`src/sv/spfc_pkg.sv`:
```
// Types and constants shared by the packet framer modules.
package spfc_pkg;

	localparam logic [15:0] HEADER_WORD = 16'h5454;

	localparam logic [1:0] KIND_HEADER = 2'd0;
	localparam logic [1:0] KIND_INFO   = 2'd1;
	localparam logic [1:0] KIND_DATA   = 2'd2;
	localparam logic [1:0] KIND_CHECK  = 2'd3;

	typedef struct packed {
		logic        first;
		logic [15:0] info;
		logic        has_data;
		logic [15:0] data;
		logic        last;
		logic [15:0] chk;
	} spfc_entry_t;

	typedef struct packed {
		logic        valid;
		spfc_entry_t entry;
	} spfc_head_t;

endpackage

```
`src/sv/spfc_front.sv`:
```
// Front end: tracks packet position and running sum, and classifies each accepted word.
module spfc_front
	import spfc_pkg::*;
(
	input  logic        clk,
	input  logic        arst_n,
	input  logic        accept,
	input  logic [15:0] data_word,
	input  logic [5:0]  word_count,
	input  logic        read_request,
	input  logic [1:0]  words_per_value,
	input  logic        type_select,
	input  logic [5:0]  target_index,
	output spfc_entry_t entry
);

	logic        in_packet_q;
	logic [5:0]  words_left_q;
	logic [15:0] sum_q;

	logic        first;
	logic [15:0] info;
	logic        has_data;
	logic [15:0] sum_base;
	logic [15:0] new_sum;
	logic [5:0]  left_new;
	logic        last;

	always_comb begin
		first    = !in_packet_q;
		info     = {word_count, target_index, type_select, words_per_value, read_request};
		has_data = in_packet_q || (word_count != 6'd0);
		sum_base = first ? info : sum_q;
		new_sum  = has_data ? (sum_base + data_word) : sum_base;
		left_new = first ? (word_count - 6'd1) : (words_left_q - 6'd1);
		last     = !has_data || (left_new == 6'd0);

		entry.first    = first;
		entry.info     = info;
		entry.has_data = has_data;
		entry.data     = data_word;
		entry.last     = last;
		entry.chk      = ~new_sum;
	end

	always_ff @(posedge clk or negedge arst_n) begin
		if (!arst_n) begin
			in_packet_q  <= 1'b0;
			words_left_q <= 6'd0;
			sum_q        <= 16'd0;
		end else if (accept) begin
			in_packet_q  <= has_data && !last;
			words_left_q <= last ? 6'd0 : left_new;
			sum_q        <= last ? 16'd0 : new_sum;
		end
	end

endmodule

```
`src/sv/spfc_queue.sv`:
```
// Short queue of classified words between the front end and the output sequencer.
module spfc_queue
	import spfc_pkg::*;
#(
	parameter int DEPTH = 4
) (
	input  logic        clk,
	input  logic        arst_n,
	input  logic        enq,
	input  spfc_entry_t enq_entry,
	input  logic        deq,
	output logic        full,
	output spfc_head_t  head
);

	localparam int PTR_W = $clog2(DEPTH);
	localparam int CNT_W = $clog2(DEPTH + 1);

	spfc_entry_t             store_q [DEPTH];
	logic        [PTR_W-1:0] wr_ptr_q;
	logic        [PTR_W-1:0] rd_ptr_q;
	logic        [CNT_W-1:0] count_q;

	assign full       = (count_q == CNT_W'(DEPTH));
	assign head.valid = (count_q != '0);
	assign head.entry = store_q[rd_ptr_q];

	always_ff @(posedge clk) begin
		if (enq) begin
			store_q[wr_ptr_q] <= enq_entry;
		end
	end

	always_ff @(posedge clk or negedge arst_n) begin
		if (!arst_n) begin
			wr_ptr_q <= '0;
			rd_ptr_q <= '0;
			count_q  <= '0;
		end else begin
			if (enq) begin
				wr_ptr_q <= (wr_ptr_q == PTR_W'(DEPTH - 1)) ? '0 : wr_ptr_q + PTR_W'(1);
			end
			if (deq) begin
				rd_ptr_q <= (rd_ptr_q == PTR_W'(DEPTH - 1)) ? '0 : rd_ptr_q + PTR_W'(1);
			end
			if (enq && !deq) begin
				count_q <= count_q + CNT_W'(1);
			end else if (deq && !enq) begin
				count_q <= count_q - CNT_W'(1);
			end
		end
	end

endmodule

```
`src/sv/spfc_back.sv`:
```
// Back end: expands each classified word into link words and holds the output register.
module spfc_back
	import spfc_pkg::*;
(
	input  logic        clk,
	input  logic        arst_n,
	input  spfc_head_t  head,
	output logic        deq,
	input  logic        pop,
	output logic        empty,
	output logic [15:0] out_word,
	output logic [1:0]  word_kind,
	output logic        end_of_packet
);

	typedef enum logic [3:0] {
		PH_HDR  = 4'b0001,
		PH_INFO = 4'b0010,
		PH_DATA = 4'b0100,
		PH_CHK  = 4'b1000
	} phase_t;

	phase_t      phase_q;
	logic        mid_q;
	logic        out_valid_q;
	logic [15:0] word_q;
	logic [1:0]  kind_q;
	logic        eop_q;

	phase_t      cur;
	phase_t      nxt;
	logic        fin;
	logic        load;
	logic [15:0] word_d;
	logic [1:0]  kind_d;
	logic        eop_d;

	always_comb begin
		if (mid_q) begin
			cur = phase_q;
		end else begin
			cur = head.entry.first ? PH_HDR : PH_DATA;
		end
		nxt    = PH_HDR;
		fin    = 1'b0;
		eop_d  = 1'b0;
		word_d = HEADER_WORD;
		kind_d = KIND_HEADER;
		case (cur)
			PH_HDR: begin
				nxt = PH_INFO;
			end
			PH_INFO: begin
				word_d = head.entry.info;
				kind_d = KIND_INFO;
				nxt    = head.entry.has_data ? PH_DATA : PH_CHK;
			end
			PH_DATA: begin
				word_d = head.entry.data;
				kind_d = KIND_DATA;
				nxt    = PH_CHK;
				fin    = !head.entry.last;
			end
			PH_CHK: begin
				word_d = head.entry.chk;
				kind_d = KIND_CHECK;
				eop_d  = 1'b1;
				fin    = 1'b1;
			end
			default: begin
				fin = 1'b1;
			end
		endcase
		load = head.valid && (!out_valid_q || pop);
		deq  = load && fin;
	end

	assign empty         = !out_valid_q;
	assign out_word      = word_q;
	assign word_kind     = kind_q;
	assign end_of_packet = eop_q;

	always_ff @(posedge clk) begin
		if (load) begin
			word_q <= word_d;
			kind_q <= kind_d;
			eop_q  <= eop_d;
		end
	end

	always_ff @(posedge clk or negedge arst_n) begin
		if (!arst_n) begin
			out_valid_q <= 1'b0;
			mid_q       <= 1'b0;
			phase_q     <= PH_HDR;
		end else begin
			if (load) begin
				out_valid_q <= 1'b1;
				mid_q       <= !fin;
				phase_q     <= nxt;
			end else if (pop) begin
				out_valid_q <= 1'b0;
			end
		end
	end

endmodule

```
`src/sv/serial_packet_framer_with_checksum_unit.sv`:
```
// Top level of the serial packet framer with checksum.
// Each accepted data word yields one link word, except that the first word of a packet
// also yields the header word 0x5454 and the info word before it, and the last counted
// word also yields the closing checksum word; a first word with a zero count yields the
// header, info and checksum words but no data word. The output register produces one
// link word per cycle while pop is held, so a steady stream of data words moves at one
// word per cycle; the three or four words at the ends of a packet stall the input only
// once the QUEUE_DEPTH-entry queue between the classifying front end and the output
// sequencer has filled. A word reaches the ports via the queue and the output register.
module serial_packet_framer_with_checksum_unit
	import spfc_pkg::*;
#(
	parameter int QUEUE_DEPTH = 4
) (
	input  logic        clk,
	input  logic        arst_n,
	input  logic        push,
	output logic        full,
	input  logic [15:0] data_word,
	input  logic [5:0]  word_count,
	input  logic        read_request,
	input  logic [1:0]  words_per_value,
	input  logic        type_select,
	input  logic [5:0]  target_index,
	output logic        empty,
	input  logic        pop,
	output logic [15:0] out_word,
	output logic [1:0]  word_kind,
	output logic        end_of_packet
);

	logic        accept;
	logic        deq;
	spfc_entry_t entry;
	spfc_head_t  head;

	assign accept = push && !full;

	spfc_front u_front (
		.clk             (clk),
		.arst_n          (arst_n),
		.accept          (accept),
		.data_word       (data_word),
		.word_count      (word_count),
		.read_request    (read_request),
		.words_per_value (words_per_value),
		.type_select     (type_select),
		.target_index    (target_index),
		.entry           (entry)
	);

	spfc_queue #(
		.DEPTH (QUEUE_DEPTH)
	) u_queue (
		.clk       (clk),
		.arst_n    (arst_n),
		.enq       (accept),
		.enq_entry (entry),
		.deq       (deq),
		.full      (full),
		.head      (head)
	);

	spfc_back u_back (
		.clk           (clk),
		.arst_n        (arst_n),
		.head          (head),
		.deq           (deq),
		.pop           (pop),
		.empty         (empty),
		.out_word      (out_word),
		.word_kind     (word_kind),
		.end_of_packet (end_of_packet)
	);

endmodule

```
`config.mk`:
```
export PLATFORM = sky130hd
export DESIGN_NAME = serial_packet_framer_with_checksum_unit
export DESIGN_NICKNAME = d
export VERILOG_FILES = /design/src/sv/spfc_pkg.sv /design/src/sv/spfc_front.sv /design/src/sv/spfc_queue.sv /design/src/sv/spfc_back.sv /design/src/sv/serial_packet_framer_with_checksum_unit.sv
export SDC_FILE = /design/constraint.sdc
export NUM_CORES = 1
export LEC_CHECK = 0
export BUFFER_PORTS_ARGS = -buffer_cell sky130_fd_sc_hd__buf_2
export CORE_MARGIN = 1
export CORE_UTILIZATION = 50
export DETAILED_ROUTE_END_ITERATION = 7
export PLACE_DENSITY_LB_ADDON = 0.08
export SETUP_SLACK_MARGIN = 0.15
export SLEW_MARGIN = 20
export SYNTH_ARGS = -nofsm -noshare
export SYNTH_HDL_FRONTEND = slang
export SYNTH_HIERARCHICAL = 1
export SYNTH_SLANG_ARGS = --single-unit
```
`constraint.sdc`:
```
create_clock -name clk -period 3.4 [get_ports clk]
set_input_delay 0.68 -clock clk [delete_from_list [all_inputs] [get_ports clk]]
set_output_delay 0.68 -clock clk [all_outputs]
set_load 0.03 [all_outputs]
```
==> results.md <==
* Status: completed
* Port bufs at between 50 and 60
* Cts hold-fix bufs at 0
* Synthesis warning total at 6
* Core Area at roughly 0.023 mm²
* CP max FO at 7
* EDFF count, synth at approximately 220
* Drt drc at 0
* H-Tree Depth at 1
* Inst Count DP at 1,059
* Top cells by area, synth: edfxtp_1, mux4_2, dfrtp_1, ha_1, buf_4
* Synth area leader: edfxtp_1
* Final Hold Fails at 0
* Final net count at 831
* Launching element type of the critical path: flop
* Register area share after synthesis at between 60% and 70%
* Total global-route track usage at 22.2%
* Hold Crit Class: input pin to async pin
* Root Driver: clkbuf_16
* Mapped Area at approximately 0.012 mm²
* Clock Latency Late Sink at about 540 ps
* Setup TNS at 0 ps
* Final period util at about nine tenths
* Final Skew at between 20 and 25 ps
* Slowest CP cell: dfrtp_2
* Die ar. at 0.0245 mm²
* PwrDens at 989 mW/mm²
* Die H at around 160 µm
* CTS tree: built
* Pleak at around 4.8 nW
* Largest net degree at the start of global routing at 52
* Drt total wl at approximately 26 mm
* Most common cell after layout, fill and taps aside: edfxtp_1
* GR Overflow Total at 0
* Tmin final at slightly above 3000 ps
* Layout area overhead at 10.7%
* Prevailing post-synth register cell: edfxtp_1
* TritonCTS Buffers at 28
* FMAX at roughly 330 MHz
* Setup Buffers After CTS at 0
* Register area at 0.00760 mm²
* Critical Path AT at between 3000 and 4000 ps
* WS Path Type: flop to flop
* CP required at 3630 ps
* Worst-margin pin slew at approximately 950 ps
* Initial DRC Count at between 400 and 500
* Worst path max stage delay at between 400 and 500 ps
* Ports at 57
* Clock-pin slew on the worst setup and hold paths at 60 ps
* Reg2reg start: u_front/in_packet_q
* CTS Buffer Depth at 3
* Finished Layout Cells at 1,112
* R2r endpoint: u_queue/store_q[1][14]
* Max_cap viols at 0
* Worst Reg2Reg Path Length in Cells at 10
* Most frequent cells in the layout: edfxtp_1, buf_2, mux4_2
* Total number of vias at ~6.5k
* Asr flop ratio synth at 13.9%
* Netlist cell types at 74
* Die width at 157 µm
* RSZ-0062 raised after global routing: false
* Final Wtd Congestion at a little under 0.9
* Multi-input logic area at 0.00370 mm²
* Max_slew headroom at a little over a third
* R2R setup slack at ~340 ps
* Share of cells above drive strength 1 at between 20% and 30%
* First-pass GRT wire length at around 40 mm
* Wire length per cell at between 20 and 25 µm
* Cell mode on critical path: o211ai_1
* Syn Inst Count at 732
* Site row count at between 50 and 60
* Initial antenna violation count at 1
* Filler cells at between 1.5k and 2k
* Slew Viols, Final at 0
* # clock sinks at approximately 260
* Drt pass-1 iters at 5
* Syn_area_per_cell at 16.3 µm²
* Initial Utilization at 50.9%
* Vias in the first global route at ~6.8k
* Syn Nets at 793
* Via density at between 5 and 6
* Crit path cell chain: mux2_2 > ha_1 > inv_1 > fa_1 > and2b_2 > o211ai_1 > a21oi_2 > or2_2 > o211ai_1 > nand2_1
* Synth Register Bits at roughly 260
* Setup crit end kind: flop
* HPWL after DPL at around 17 mm
* Worst IR drop on VDD at ~0.00054 V
* Top cell type's share of synthesized area at 56.1%
* Final ANT Viol Nets at 0
* Final setup viols at 0
## area by class of cell
cell class	count	area share, %
Sequential cell	259	57.6
Multi-Input combinational cell	380	28.1
Clock buffer	44	6.07
Timing Repair Buffer	77	3.88
Clock inverter	8	0.692
Inverter	24	0.682
Antenna cell	1	0.0189
Tap cell	319	3.02
## routing by layer
metal | global-route usage (%) | share of wire (%)
met5 | 0 | 0
met2 | 36.7 | 48
met4 | 5.14 | 1.7
met1 | 31.2 | 46
met3 | 3.18 | 4.9
## cells in the mapped netlist (all sizes together), types with 2 or more instances
cell type	instances
edfxtp	223
buf	60
mux4	51
dfrtp	35
nand2	29
inv	24
ha	23
o21ai	21
nor2	19
mux2	18
nand3	18
a21oi	14
and3	12
mux2i	12
a221o	10
a22oi	10
o2bb2ai	10
xnor2	10
clkbuf	9
nor2b	9
and2	8
nor3	8
xor2	8
o2111ai	7
a22o	6
a31oi	6
and3b	6
nor3b	6
or3	6
a21o	5
o21a	5
o31ai	4
a211oi	3
a32o	3
o2111a	3
o211ai	3
a31o	2
a32oi	2
fa	2
nand2b	2
or2	2
## worst max-delay path, delay by kind of cell, from the launching register on
kind,cells,cell delay (ps)
AND/OR/NAND/NOR,3,710
AO/OA/AOI/OAI,3,660
flip-flops,1,490
adder cells (fa/ha/maj),2,430
multiplexers,1,380
buffers and inverters,1,90
## where the power goes
part / switching, mW / internal, mW
logic: 2.92 / 2.09
registers: 0.374 / 4.75
clock network: 1.17 / 1.76
total: 4.46 / 8.61
## metrics by stage
step	setup slack, ps	power [mW]	util, %	area [µm²]	hold WS (ps)
4_1_cts	263	13.2	56.3	13200	312
3_5_place_dp	168	10.2	52.4	12300	473
6_report	344	13.1	56.3	13200	298
3_3_place_gp	245	10.1	52.4	12300	463
5_1_grt	228	13.8	56.3	13200	361
2_1_floorplan	383	8.95	-	11900	384
## worst max-delay path by stage
stage	from	end	slack, ps	cells after the start
after global placement	read_request	u_front/sum_q[12]	250	11
after detailed placement	read_request	u_queue/store_q[0][14]	170	11
after global routing	u_front/in_packet_q	u_queue/store_q[1][14]	230	10
final	u_front/in_packet_q	u_queue/store_q[1][14]	340	10
after CTS	u_front/in_packet_q	u_queue/store_q[1][14]	260	10
after floorplan	u_front/in_packet_q	u_front/sum_q[12]	380	10
## what timing repair did
item / in CTS / in global routing
resized for setup: 0 / 2
setup endpoints to repair: 0 / 21
hold endpoints to repair: 0 / 0
## flip-flops by register name (all words and copies together), names as in the netlist
register and count:
u_queue/rd_ptr_q 2, u_back/mid_q 1, u_back/out_valid_q 1, u_back/out_word 16, u_queue/wr_ptr_q 2, u_queue/count_q 3, u_front/in_packet_q 1, u_back/word_kind 2
u_front/sum_q 16, u_back/phase_q 4, u_back/end_of_packet 1, u_queue/store_q 204, u_front/words_left_q 6
## cell families after synthesis
kind of cell / count (synthesis) / synth area share (%)
AND/OR/NAND/NOR: 134 / 6.79
multiplexers: 81 / 12.4
adder cells (fa/ha/maj): 25 / 2.75
flip-flops: 259 / 63.7
buffers and inverters: 93 / 5.35
XOR/XNOR: 18 / 1.32
AO/OA/AOI/OAI: 122 / 7.72
(Power assumes the default switching activity.)
